<file path="config.mk">
export PLATFORM = sky130hd
export DESIGN_NAME = fdt_structure_token_walker_flat
export DESIGN_NICKNAME = d
export VERILOG_FILES = /design/src/rtl/fdtw_pkg.sv /design/src/rtl/fdtw_stream_if.sv /design/src/rtl/fdt_structure_token_walker.sv /design/src/rtl/fdtw_walker.sv /design/src/rtl/fdtw_out_buf.sv /design/src/flat_wrapper.sv
export SDC_FILE = /design/constraint.sdc
export NUM_CORES = 1
export LEC_CHECK = 0
export ABC_AREA = 1
export BUFFER_PORTS_ARGS = -buffer_cell sky130_fd_sc_hd__buf_2
export CAP_MARGIN = 20
export CORE_ASPECT_RATIO = 1.25
export CORE_MARGIN = 4
export CORE_UTILIZATION = 35
export CTS_BUF_LIST = sky130_fd_sc_hd__clkbuf_4 sky130_fd_sc_hd__clkbuf_8 sky130_fd_sc_hd__clkbuf_16
export DETAILED_ROUTE_END_ITERATION = 8
export GPL_TIMING_DRIVEN = 0
export PLACE_DENSITY = 0.52
export SLEW_MARGIN = 20
export SYNTH_ARGS = -nofsm -noshare
export SYNTH_HDL_FRONTEND = slang
export SYNTH_HIERARCHICAL = 1
export SYNTH_SLANG_ARGS = --single-unit
</file>
<file path="constraint.sdc">
create_clock -name clk -period 18.4 [get_ports clk]
set_input_delay 0.92 -clock clk [delete_from_list [all_inputs] [get_ports clk]]
set_output_delay 0.92 -clock clk [all_outputs]
set_load 0.02 [all_outputs]
</file>
<file path="src/rtl/fdtw_pkg.sv">
// shared types and constants for the device tree structure walker
// no dependencies; used by the interfaces, all rtl modules and the checker
package fdtw_pkg;

	// result kinds
	localparam logic [2:0] KIND_PROP        = 3'd0;
	localparam logic [2:0] KIND_END         = 3'd1;
	localparam logic [2:0] KIND_BAD_MAGIC   = 3'd2;
	localparam logic [2:0] KIND_BAD_VERSION = 3'd3;
	localparam logic [2:0] KIND_BAD_TOKEN   = 3'd4;
	localparam logic [2:0] KIND_TOO_LONG    = 3'd5;

	// structure block tokens
	localparam logic [31:0] TOK_BEGIN_NODE = 32'd1;
	localparam logic [31:0] TOK_END_NODE   = 32'd2;
	localparam logic [31:0] TOK_PROP       = 32'd3;
	localparam logic [31:0] TOK_NOP        = 32'd4;
	localparam logic [31:0] TOK_END        = 32'd9;

	// header word positions
	localparam logic [31:0] HDR_TOTAL_SIZE  = 32'd1;
	localparam logic [31:0] HDR_OFF_STRUCT  = 32'd2;
	localparam logic [31:0] HDR_OFF_STRINGS = 32'd3;
	localparam logic [31:0] HDR_VERSION     = 32'd5;

	// configuration register indexes and reset values
	localparam logic CFG_MAGIC   = 1'b0;
	localparam logic CFG_VERSION = 1'b1;
	localparam logic [31:0] MAGIC_RESET   = 32'hD00D_FEED;
	localparam logic [31:0] VERSION_RESET = 32'd17;

	// ceil(length / 4) of a 32-bit length needs 31 bits
	localparam int SKIP_W = 31;

	typedef struct packed {
		logic [31:0] blob_word;
		logic        first_word;
	} fdtw_word_t;

	typedef struct packed {
		logic [2:0]  kind;
		logic [15:0] token_offset;
		logic [15:0] data_offset;
		logic [31:0] data_length;
		logic [31:0] name_offset;
		logic [17:0] node_name_offset;
		logic [31:0] total_size;
	} fdtw_result_t;

	typedef struct packed {
		logic [31:0] magic;
		logic [31:0] version;
	} fdtw_cfg_t;

	// one word handed from the input stage to the walker
	typedef struct packed {
		logic        go;
		logic        first;
		logic [31:0] word;
	} fdtw_step_t;

endpackage

</file>
<file path="src/rtl/fdtw_stream_if.sv">
// valid/ready stream interfaces for blob words and walker results
// depends on fdtw_pkg for the payload types
interface fdtw_word_if;
	logic              valid;
	logic              ready;
	fdtw_pkg::fdtw_word_t payload;

	modport source (output valid, output payload, input ready);
	modport sink (input valid, input payload, output ready);
endinterface

interface fdtw_result_if;
	logic                valid;
	logic                ready;
	fdtw_pkg::fdtw_result_t payload;

	modport source (output valid, output payload, input ready);
	modport sink (input valid, input payload, output ready);
endinterface

</file>
<file path="src/rtl/fdt_structure_token_walker.sv">
// top level of the flattened device tree structure walker
// depends on fdtw_pkg, fdtw_stream_if, fdtw_walker and fdtw_out_buf
//
// usage
//  - word_ch carries one big-endian blob word per beat; first_word set marks
//    word 0 and restarts parsing from any phase
//  - result_ch carries at most one result beat per word: a property, the end
//    token, or an error (bad magic, bad version, bad token, blob too long)
//  - cfg_we/cfg_index/cfg_wdata write the expected magic (index 0) and the
//    expected version (index 1); write only while the block is idle
//  - an accepted word waits in the input register, and the walker's result
//    then goes into the output register that drives result_ch, or into the skid entry
//  - throughput: one word per cycle while the skid entry is free, set by the
//    input register feeding the phase machine in fdtw_walker
//  - when result_ch stalls, the output register and a single skid entry
//    absorb results; word_ch ready drops when skid and input register are full
//  - reset (arst_n low) returns the walker to idle, clears all latched
//    header values and restores the reset magic and version
//  - after an error or the end token, words are ignored until a first word
module fdt_structure_token_walker #(
	parameter int MAX_BLOB_WORDS = 65536
) (
	input  logic         clk,
	input  logic         arst_n,
	fdtw_word_if.sink    word_ch,
	fdtw_result_if.source result_ch,
	input  logic         cfg_we,
	input  logic         cfg_index,
	input  logic [31:0]  cfg_wdata
);

	// configuration registers
	fdtw_pkg::fdtw_cfg_t cfg_q;

	// input register
	logic        valid_s1;
	logic        first_s1;
	logic [31:0] word_s1;

	// walker and output buffer handshake
	fdtw_pkg::fdtw_step_t   step;
	fdtw_pkg::fdtw_result_t res;
	logic                   res_valid;
	logic                   buf_space;
	logic                   in_beat;

	// input stage advances whenever the skid entry is free or the input register is empty
	assign word_ch.ready = !valid_s1 || buf_space;
	assign in_beat       = word_ch.valid && word_ch.ready;

	assign step.go    = valid_s1 && buf_space;
	assign step.first = first_s1;
	assign step.word  = word_s1;

	always_ff @(posedge clk or negedge arst_n) begin
		if (!arst_n) begin
			cfg_q.magic   <= fdtw_pkg::MAGIC_RESET;
			cfg_q.version <= fdtw_pkg::VERSION_RESET;
		end else if (cfg_we) begin
			case (cfg_index)
				fdtw_pkg::CFG_MAGIC: begin
					cfg_q.magic <= cfg_wdata;
				end
				fdtw_pkg::CFG_VERSION: begin
					cfg_q.version <= cfg_wdata;
				end
				default: begin
					cfg_q <= cfg_q;
				end
			endcase
		end
	end

	always_ff @(posedge clk or negedge arst_n) begin
		if (!arst_n) begin
			valid_s1 <= 1'b0;
		end else if (in_beat) begin
			valid_s1 <= 1'b1;
		end else if (step.go) begin
			valid_s1 <= 1'b0;
		end
	end

	// word payload, no reset
	always_ff @(posedge clk) begin
		if (in_beat) begin
			word_s1  <= word_ch.payload.blob_word;
			first_s1 <= word_ch.payload.first_word;
		end
	end

	fdtw_walker #(
		.MAX_BLOB_WORDS(MAX_BLOB_WORDS)
	) u_walker (
		.clk      (clk),
		.arst_n   (arst_n),
		.cfg      (cfg_q),
		.step     (step),
		.res_valid(res_valid),
		.res      (res)
	);

	fdtw_out_buf u_out_buf (
		.clk      (clk),
		.arst_n   (arst_n),
		.push     (res_valid),
		.push_data(res),
		.space    (buf_space),
		.res_ch   (result_ch)
	);

endmodule

</file>
<file path="src/rtl/fdtw_walker.sv">
// header check and structure token phase machine, one word per step
// depends on fdtw_pkg
module fdtw_walker #(
	parameter int MAX_BLOB_WORDS = 65536
) (
	input  logic                   clk,
	input  logic                   arst_n,
	input  fdtw_pkg::fdtw_cfg_t    cfg,
	input  fdtw_pkg::fdtw_step_t   step,
	output logic                   res_valid,
	output fdtw_pkg::fdtw_result_t res
);

	localparam int IDX_W = $clog2(MAX_BLOB_WORDS + 1);

	localparam logic [2:0] PH_IDLE    = 3'd0;
	localparam logic [2:0] PH_HEADER  = 3'd1;
	localparam logic [2:0] PH_SKIP    = 3'd2;
	localparam logic [2:0] PH_TOKEN   = 3'd3;
	localparam logic [2:0] PH_NAME    = 3'd4;
	localparam logic [2:0] PH_LEN     = 3'd5;
	localparam logic [2:0] PH_NAMEOFF = 3'd6;
	localparam logic [2:0] PH_DATA    = 3'd7;

	logic [2:0]                  phase_q, phase_d;
	logic [IDX_W-1:0]            idx_q, idx_d;
	logic [31:0]                 struct_off_q, struct_off_d;
	logic [31:0]                 strings_off_q, strings_off_d;
	logic [31:0]                 size_q, size_d;
	logic [fdtw_pkg::SKIP_W-1:0] skip_q, skip_d, skip_dec;
	logic [31:0]                 len_q, len_d;
	logic [15:0]                 tok_q, tok_d;
	logic [17:0]                 node_q, node_d;

	logic [31:0] w;
	logic [31:0] idx32;
	logic [31:0] idx_next32;
	logic        too_long;
	logic        zero_byte;
	logic        token_here;

	assign w          = step.word;
	assign idx32      = 32'(idx_q);
	assign idx_next32 = idx32 + 32'd1;
	assign too_long   = idx_q >= IDX_W'(MAX_BLOB_WORDS);
	assign zero_byte  = (w[31:24] == 8'd0) || (w[23:16] == 8'd0) ||
		(w[15:8] == 8'd0) || (w[7:0] == 8'd0);
	assign skip_dec   = skip_q - fdtw_pkg::SKIP_W'(skip_q != '0);

	always_comb begin
		phase_d       = phase_q;
		idx_d         = idx_q;
		struct_off_d  = struct_off_q;
		strings_off_d = strings_off_q;
		size_d        = size_q;
		skip_d        = skip_q;
		len_d         = len_q;
		tok_d         = tok_q;
		node_d        = node_q;
		token_here    = 1'b0;
		res_valid     = 1'b0;
		res.kind             = fdtw_pkg::KIND_PROP;
		res.token_offset     = 16'd0;
		res.data_offset      = 16'd0;
		res.data_length      = 32'd0;
		res.name_offset      = 32'd0;
		res.node_name_offset = step.first ? 18'd0 : node_q;
		res.total_size       = step.first ? 32'd0 : size_q;

		if (step.go) begin
			if (step.first) begin
				struct_off_d  = 32'd0;
				strings_off_d = 32'd0;
				size_d        = 32'd0;
				skip_d        = '0;
				len_d         = 32'd0;
				tok_d         = 16'd0;
				node_d        = 18'd0;
				idx_d         = IDX_W'(1);
				if (w != cfg.magic) begin
					phase_d   = PH_IDLE;
					res_valid = 1'b1;
					res.kind  = fdtw_pkg::KIND_BAD_MAGIC;
				end else begin
					phase_d = PH_HEADER;
				end
			end else if (phase_q != PH_IDLE) begin
				if (too_long) begin
					phase_d          = PH_IDLE;
					res_valid        = 1'b1;
					res.kind         = fdtw_pkg::KIND_TOO_LONG;
					res.token_offset = idx32[15:0];
				end else begin
					idx_d = idx_q + IDX_W'(1);
					case (phase_q)
						PH_HEADER: begin
							if (idx32 == fdtw_pkg::HDR_TOTAL_SIZE) begin
								size_d = w;
							end else if (idx32 == fdtw_pkg::HDR_OFF_STRUCT) begin
								struct_off_d = w;
							end else if (idx32 == fdtw_pkg::HDR_OFF_STRINGS) begin
								strings_off_d = w;
							end else if (idx32 >= fdtw_pkg::HDR_VERSION) begin
								if (w != cfg.version) begin
									phase_d          = PH_IDLE;
									res_valid        = 1'b1;
									res.kind         = fdtw_pkg::KIND_BAD_VERSION;
									res.token_offset = idx32[15:0];
								end else begin
									phase_d = PH_SKIP;
								end
							end
						end
						PH_SKIP: begin
							// two low offset bits are dropped
							if (idx32 >= {2'b00, struct_off_q[31:2]}) begin
								token_here = 1'b1;
							end
						end
						PH_TOKEN: begin
							token_here = 1'b1;
						end
						PH_NAME: begin
							if (zero_byte) begin
								phase_d = PH_TOKEN;
							end
						end
						PH_LEN: begin
							len_d   = w;
							phase_d = PH_NAMEOFF;
						end
						PH_NAMEOFF: begin
							skip_d = {1'b0, len_q[31:2]} +
								fdtw_pkg::SKIP_W'(len_q[1:0] != 2'b00);
							phase_d = (len_q != 32'd0) ? PH_DATA : PH_TOKEN;
							res_valid        = 1'b1;
							res.kind         = fdtw_pkg::KIND_PROP;
							res.token_offset = tok_q;
							res.data_offset  = idx_next32[15:0];
							res.data_length  = len_q;
							res.name_offset  = strings_off_q + w;
						end
						PH_DATA: begin
							skip_d = skip_dec;
							if (skip_dec == '0) begin
								phase_d = PH_TOKEN;
							end
						end
						default: begin
							phase_d = PH_IDLE;
						end
					endcase

					if (token_here) begin
						phase_d = PH_TOKEN;
						case (w)
							fdtw_pkg::TOK_BEGIN_NODE: begin
								node_d  = {idx_next32[15:0], 2'b00};
								phase_d = PH_NAME;
							end
							fdtw_pkg::TOK_END_NODE, fdtw_pkg::TOK_NOP: begin
								phase_d = PH_TOKEN;
							end
							fdtw_pkg::TOK_PROP: begin
								tok_d   = idx32[15:0];
								phase_d = PH_LEN;
							end
							fdtw_pkg::TOK_END: begin
								phase_d          = PH_IDLE;
								res_valid        = 1'b1;
								res.kind         = fdtw_pkg::KIND_END;
								res.token_offset = idx32[15:0];
							end
							default: begin
								phase_d          = PH_IDLE;
								res_valid        = 1'b1;
								res.kind         = fdtw_pkg::KIND_BAD_TOKEN;
								res.token_offset = idx32[15:0];
							end
						endcase
					end
				end
			end
		end
	end

	always_ff @(posedge clk or negedge arst_n) begin
		if (!arst_n) begin
			phase_q       <= PH_IDLE;
			idx_q         <= '0;
			struct_off_q  <= 32'd0;
			strings_off_q <= 32'd0;
			size_q        <= 32'd0;
			skip_q        <= '0;
			len_q         <= 32'd0;
			tok_q         <= 16'd0;
			node_q        <= 18'd0;
		end else begin
			phase_q       <= phase_d;
			idx_q         <= idx_d;
			struct_off_q  <= struct_off_d;
			strings_off_q <= strings_off_d;
			size_q        <= size_d;
			skip_q        <= skip_d;
			len_q         <= len_d;
			tok_q         <= tok_d;
			node_q        <= node_d;
		end
	end

endmodule

</file>
<file path="src/rtl/fdtw_out_buf.sv">
// result register with one skid entry, so upstream ready is a register
// depends on fdtw_pkg and fdtw_result_if
module fdtw_out_buf (
	input  logic                   clk,
	input  logic                   arst_n,
	input  logic                   push,
	input  fdtw_pkg::fdtw_result_t push_data,
	output logic                   space,
	fdtw_result_if.source          res_ch
);

	logic                   out_valid_q;
	fdtw_pkg::fdtw_result_t out_data_q;
	logic                   skid_valid_q;
	fdtw_pkg::fdtw_result_t skid_data_q;
	logic                   pop;

	assign pop            = out_valid_q && res_ch.ready;
	assign space          = !skid_valid_q;
	assign res_ch.valid   = out_valid_q;
	assign res_ch.payload = out_data_q;

	always_ff @(posedge clk or negedge arst_n) begin
		if (!arst_n) begin
			out_valid_q  <= 1'b0;
			skid_valid_q <= 1'b0;
		end else if (skid_valid_q) begin
			if (pop) begin
				skid_valid_q <= 1'b0;
			end
		end else if (push) begin
			if (!out_valid_q || pop) begin
				out_valid_q <= 1'b1;
			end else begin
				skid_valid_q <= 1'b1;
			end
		end else if (pop) begin
			out_valid_q <= 1'b0;
		end
	end

	// payload path, no reset
	always_ff @(posedge clk) begin
		if (skid_valid_q) begin
			if (pop) begin
				out_data_q <= skid_data_q;
			end
		end else if (push) begin
			if (!out_valid_q || pop) begin
				out_data_q <= push_data;
			end else begin
				skid_data_q <= push_data;
			end
		end
	end

endmodule

</file>
<file path="src/flat_wrapper.sv">
// flat-port wrapper written by rule: the top's interface ports become plain ports
module fdt_structure_token_walker_flat 
#(
	parameter int MAX_BLOB_WORDS = 65536
)
  (clk, arst_n, cfg_we, cfg_index, cfg_wdata, word_ch_valid, word_ch_payload, word_ch_ready, result_ch_valid, result_ch_payload, result_ch_ready);
  fdtw_word_if word_ch_i ();
  fdtw_result_if result_ch_i ();
  input  logic clk;
  input  logic arst_n;
  input  logic cfg_we;
  input  logic cfg_index;
  input  logic [31:0] cfg_wdata;
  input wire logic [$bits(word_ch_i.valid)-1:0] word_ch_valid;
  input wire logic [$bits(word_ch_i.payload)-1:0] word_ch_payload;
  output wire logic [$bits(word_ch_i.ready)-1:0] word_ch_ready;
  output wire logic [$bits(result_ch_i.valid)-1:0] result_ch_valid;
  output wire logic [$bits(result_ch_i.payload)-1:0] result_ch_payload;
  input wire logic [$bits(result_ch_i.ready)-1:0] result_ch_ready;
  assign word_ch_i.valid = word_ch_valid;
  assign word_ch_i.payload = word_ch_payload;
  assign word_ch_ready = word_ch_i.ready;
  assign result_ch_valid = result_ch_i.valid;
  assign result_ch_payload = result_ch_i.payload;
  assign result_ch_i.ready = result_ch_ready;
  fdt_structure_token_walker #(.MAX_BLOB_WORDS(MAX_BLOB_WORDS)) u_core (.clk(clk), .arst_n(arst_n), .word_ch(word_ch_i), .result_ch(result_ch_i), .cfg_we(cfg_we), .cfg_index(cfg_index), .cfg_wdata(cfg_wdata));
endmodule
</file>
Word level (Yosys, flattened, before mapping)
Index checks and enable logic that the tools add are counted.

word-level totals
  bits in registers = 611
  bits in latches = 0
  bits in writable memories = 0
  ROM bits = 0
  output and inout port bits = 151
  memories = 0

cells by class
  $add $sub $neg = 5
  $mul = 0
  divide/modulo/power cells = 0
  $lt $le $gt $ge = 3
  equal/unequal tests = 29
  shift operators = 0
  muxes and demuxes = 104
  bitwise logic cells = 3
  reduce and logical (&&, ||, !) cells = 51

operators by type and width
  cell                 count
  $mux 32              23
  $mux 149             4
  $mux 18              11
  $mux 99              2
  $mux 80              2
  $mux 96              1
  $mux 31              3
  $mux 16              5
  $pmux 19 s2          2
  $eq 32x2->1 const B  2
  $ne 32x32->1         2
  $pmux 31 s2          1
  $mux 17              3
  $mux 19              2
  $mux 3               12
  $eq 17x2->1 const B  2
  $add 32x32->32       1
  $eq 32x1->1 const B  1
  $eq 32x3->1 const B  1
  $eq 32x4->1 const B  1
  $logic_not 8->1      4
  $reduce_bool 32->1   1
  $add 30x1->31        1
  $logic_not 31->1     1
  35 further kinds     107

Depth between registers and ports, before layout
  depth in word-level cells = 16
  depth in mapped cells = 23

Modules after synthesis
Netlist, hierarchy kept.

by module, submodules not included
  module                      times used  cells each  area an instance (µm²)
  fdtw_walker                 1           2271        15463.6
  fdtw_out_buf                1           796         10966.8
  fdt_structure_token_walker  1           320         3617.2

Worst setup path before layout
Ideal clock, no wire load.

  path kind = reg-to-reg
  start = register u_core.u_walker.idx_q[13]
  end = register u_core.u_out_buf.out_data_q, in the netlist u_core/u_out_buf/res_ch.payload[0] (enable)
  library setup time = 0.661 ns
  data arrival time = 8.329 ns
  required time = 17.739 ns
  path slack = 9.411 ns
  stages on the path, launching flop included = 20
  clock period less this slack = 8.989 ns
  cell sequence = dfrtp_1 > ha_1 > nand2_1 > inv_1 > nand2_1 > nor3_1 > nand2_1 > nand2_1 > nand2_1 > nand3_1 > nand2_1 > nand2_1 > inv_2 > buf_2 > nor2_1 > o211a_1 > inv_1 > nand2_1 > nand2_1 > nor2_1

on the way
  longest elaborated chain between the ends = 14

ends and longest elaborated chain
  item                                                line                                    text
  from (decl)                                         fdtw_walker.sv:26                       logic [IDX_W-1:0] idx_q, idx_d;
  from (signal assigned)                              fdtw_walker.sv:200                      idx_q <= idx_d;
  $ge 17x30->1 / $ge 17x3->1 (equally long branches)  fdtw_walker.sv:116, fdtw_walker.sv:103
  $mux 1 (on tied branches)                           fdtw_walker.sv:116, fdtw_walker.sv:103
  $pmux 1 s2 / $mux 1 (equally long branches)         fdtw_walker.sv:95, fdtw_walker.sv:101
  $mux 1 (on tied branches)                           fdtw_walker.sv:88, fdtw_walker.sv:99
  $mux 1 (on tied branches)                           fdtw_walker.sv:87, fdtw_walker.sv:97
  $mux 1 / $pmux 1 s2 (equally long branches)         fdtw_walker.sv:71, fdtw_walker.sv:95
  $mux 1 (on tied branches)                           fdtw_walker.sv:70, fdtw_walker.sv:156
  $mux 1                                              fdtw_walker.sv:154                      if (token_here) begin
  $mux 1 (*)                                          fdtw_walker.sv:88                       if (too_long) begin
  $mux 1 (*)                                          fdtw_walker.sv:87                       end else if (phase_q != PH_IDLE) begin
  $mux 1 (*)                                          fdtw_walker.sv:71                       if (step.first) begin
  $mux 1 (*)                                          fdtw_walker.sv:70                       if (step.go) begin
  net u_core.res_valid                                fdt_structure_token_walker.sv:43        logic res_valid;
  $reduce_bool 2->1 (no source line) (*)              --
  $reduce_and 3->1 (no source line) (*)               --
  to (signal assigned)                                fdtw_out_buf.sv:46                      out_data_q <= skid_data_q;
  to (signal assigned)                                fdtw_out_buf.sv:50                      out_data_q <= push_data;
  to (decl)                                           fdtw_out_buf.sv:13                      fdtw_pkg::fdtw_result_t out_data_q;

Mark *: on every way through the listed nets, which the timed path passes. The rest lies on a longest branch. The select of a mux whose other input is x is not followed.
A chain may end at the register's enable or synchronous reset.

Worst setup path in the final report
  start = register u_core.u_walker.idx_q[13]
  end = register u_core.u_out_buf.out_data_q, in the netlist u_core/u_out_buf/res_ch.payload[70] (enable)

Same word-level chain as after synthesis.

==> flow_summary_export.csv <==
group,metric,value,unit
outcome,status,"finished clean",
hold_path,hold_path_class,"in -> async",
layout,utilization,41.59,%
clocking,cts_buffer_depth,3,
global_route,grt_usage,20.94,%
sta,period_minus_slack,4.468,ns
die,rows,119,
setup_path,cp.required,18.71,ns
setup_path,reg2reg_slack,13.93,ns
die,fp.dieArea,90630,um2
setup_path,timing.critical_path.from,"u_core/u_walker/idx_q[13]$_DFFE_PN0P_",
run,drv_cap,0,
sta,finalSetupTns,0,ns
clocking,cts.repair.resized,0,
setup_path,endpoint_kind,"register",
clocking,clock-root-buffer,"clkbuf_16",
routing,via_per_inst,4.957,
setup_path,crit_path_end,"u_core/u_out_buf/res_ch.payload[70]$_DFFE_PP_",
sta,hold_slack,0.2697,ns
setup_path,rr_endpoint,"u_core/u_out_buf/res_ch.payload[70]$_DFFE_PP_",
routing,dr_total_vias,23970,
routing,first_pass_iters,6,
layout,final_cell_mix,"nand2_1, inv_1, edfxtp_1",
clocking,cts_sinks,607,
logic_synthesis,synth_cell_type_count,68,
routing,drc_errors,0,
routing,post_drt_wl_per_cell,20.05,um
place,io_buffers,220,
sta,hold_viol,0,
place,dp_slack,13.92,ns
logic_synthesis,syn_area,30050,um2
die,die_height,335.6,um
sta,worst_slack,13.93,ns
sta,tightest_slew,0.9477,ns
clocking,hold_buffers,0,
layout,stdcell_count,4836,
power,clkPwrFrac,37.8,%
sta,fin_worst_skew,0.03458,ns
logic_synthesis,ys.flop_type,"edfxtp_1",
setup_path,crit-reg2reg-launch,"u_core/u_walker/idx_q[13]$_DFFE_PN0P_",
sta,rsz0062_at_grt,"no",
sta,min_period_over_period,24.28,%
setup_path,cp_data_arrival_time,4.78,ns
power,p_int,2.619,mW
layout,antenna_cells,0,
power,p_seq_share,44.9,%
global_route,antenna_found_initial,0,
power,power_density,105.8,nW/um2
layout,multi_input_area,11110,um2
layout,drive_above_1_share,14.97,%
setup_path,worst_setup_path_start_kind,"register",
die,ios,222,
logic_synthesis,ys_ff_latch,607,
logic_synthesis,seq_area_frac_synth,56.15,%
clocking,cts_setup_buffers,0,
sta,finalMaxSlewViolations,0,
power,power_leakage,15.84,nW
logic_synthesis,synth_edf_count,331,
logic_synthesis,synth_area_per_cell,8.871,um2
sta,fmax,0.2238,GHz
setup_path,criticalPathCategory,"reg -> reg",
die,initial_core_util,35.47,%
power,sw_frac_of_total,29.72,%
sta,setup_violations,0,
layout,final_common_cell,"nand2_1",
logic_synthesis,syn_inst,3387,
setup_path,cp_max_fo,25,
logic_synthesis,async_reset_ff_share,45.47,%
power,p_sw,1.108,mW
layout,seq_area,16870,um2
clocking,cts_buffers,68,
global_route,grt_max_degree,93,
sta,relSlewSlack,36.82,%
clocking,htreeDepth,3,
layout,nNetsFinal,3823,
place,post-place-cells,4713,
place,gp_congestion,0.8999,
routing,antenna_left,0,
die,die_x,270.1,um
global_route,grt_pass1_wl,145800,um
layout,fill_cells,8556,
setup_path,reg2regPathDepth,23,
logic_synthesis,yosysWarnings,6,
clocking,path_clk_slew,0.06,ns
layout,syn_to_final_growth,17.27,%
global_route,grt_pass1_vias,23660,
power,peakVddDrop,72.72,uV
power,pwr-share-comb,17.3,%
place,hpwl,74940,um
routing,wl,96940,um
routing,drt_iter0_markers,1831,
clocking,insertion_delay,0.63,ns
global_route,overflow,0,
clocking,cts_tree,"done",
die,core,84720,um2
==> power by group through the flow <==
| stage | Sequential, mW | Combinational (mW) | Clock [mW] |
|---|---|---|---|
| 2_1_floorplan | 1.71 | 0.388 | 0 |
| 4_1_cts | 1.67 | 0.649 | 1.45 |
| 3_5_place_dp | 1.70 | 0.646 | 0 |
| 6_report | 1.67 | 0.645 | 1.41 |
| 3_3_place_gp | 1.71 | 0.626 | 0 |
| 5_1_grt | 1.69 | 0.721 | 1.50 |
==> critical path, cell delays in order (launching register included) <==
cell and delay, ns:
dfrtp_1 0.48, ha_1 0.34, nand2_1 0.05, inv_1 0.09, nand2_1 0.08, nor3_1 0.14, nand2_1 0.07, nand2_1 0.10
nand2_1 0.06, nand3_1 0.09, nand2_1 0.07, nand2_1 0.13, inv_2 0.10, buf_2 0.22, nor2_1 0.17, o211a_1 0.24
inv_1 0.05, nand2_1 0.08, nand2_1 0.10, nor2_4 0.55, buf_12 0.27, buf_12 0.20, buf_12 0.21, buf_16 0.18
==> worst min-delay path by stage <==
stage	startpoint	end	slack, ns	cells past startpoint
detailed placement	u_core/cfg_q[37]$_DFFE_PN1P_	u_core/cfg_q[37]$_DFFE_PN1P_	0.46	2
global route	arst_n	u_core/cfg_q[17]$_DFFE_PN0P_	0.29	1
CTS	arst_n	u_core/cfg_q[23]$_DFFE_PN0P_	0.26	1
global placement	u_core/cfg_q[39]$_DFFE_PN1P_	u_core/cfg_q[39]$_DFFE_PN1P_	0.46	2
finish	arst_n	u_core/cfg_q[24]$_DFFE_PN0P_	0.27	1
floorplan	u_core/cfg_q[35]$_DFFE_PN1P_	u_core/cfg_q[35]$_DFFE_PN1P_	0.44	2
==> flip-flops by register name, indices dropped and copies added, names as in the netlist <==
signal,count
u_core/u_walker/size_q,32
u_core/u_walker/skip_q,31
u_core/u_out_buf/res_ch.payload,149
u_core/word_s1,32
u_core/u_walker/node_q,16
u_core/u_walker/idx_q,17
u_core/valid_s1,1
u_core/u_walker/phase_q,3
u_core/u_walker/len_q,32
u_core/cfg_q,64
u_core/u_walker/struct_off_q,30
u_core/u_out_buf/res_ch.valid,1
u_core/u_out_buf/skid_valid_q,1
u_core/first_s1,1
u_core/u_walker/strings_off_q,32
u_core/u_walker/tok_q,16
u_core/u_out_buf/skid_data_q,149
==> stage by stage <==
step	instance area [um2]	power, mW
after floorplan	30050	2.097
after global placement	32510	2.341
after detailed placement	32920	2.346
after CTS	35240	3.774
after global routing	35240	3.913
final	35240	3.727
==> cell type report <==
type | instances | area share (%)
buffer | 133 | 2.095
clock buffer | 97 | 5.767
clock inverter | 26 | 0.7954
inverter | 361 | 3.856
multi-input combinational | 2287 | 31.52
sequential | 607 | 47.88
tap | 1089 | 3.867
timing repair buffer | 236 | 4.211
==> logic make-up (layout without fill, tap and decap cells) <==
group / after synthesis / count (layout) / share of synthesized area (%)
xor gates and xnor gates: 62 / 62 / 1.832
and+or+nand+nor: 1656 / 1656 / 23.27
DFF: 607 / 607 / 56.15
buffers and inverters: 494 / 853 / 6.979
other: 1 / 2 / 0.01248
AOI/OAI and AO/OA: 509 / 509 / 9.315
adders and majority gates: 58 / 58 / 2.440
==> cell usage after synthesis (7+ instances only) <==
cell          n  area, um2
inv_2        13      48.80
o211ai_1     11      82.58
nor2_4       10      112.6
buf_6        14      157.7
clkbuf_1     45      168.9
o2111ai_1     7      61.31
nor2_2       12      75.07
o21ai_0     265       1326
edfxtp_1    331       9940
o21ai_1      23      115.1
xor2_1       35      306.5
nand4_1      50      312.8
nand2_1    1007       3780
a21oi_1     119      595.6
nor2_1      327       1227
or2_2        22      137.6
nand3_1     149      745.7
dfrtp_1     255       6381
inv_1       344       1291
ha_1         57      713.2
o31ai_1      20      150.1
xnor2_1      26      227.7
nor3_1       25      125.1
dfstp_2      21      551.8
nor4_1       19      118.9
nand2_2      10      62.56
o22ai_1      32      200.2
buf_4        18      135.1
buf_2        52      260.3
==> routing by layer <==
| layer | global-route usage, % | share of wire (%) |
|---|---|---|
| met1 | 26.35 | 42 |
| met2 | 36.68 | 49 |
| met3 | 3.159 | 4.7 |
| met4 | 7.617 | 3.7 |
| met5 | 0 | 0 |
No activity file was read; power rests on OpenSTA's default activity.
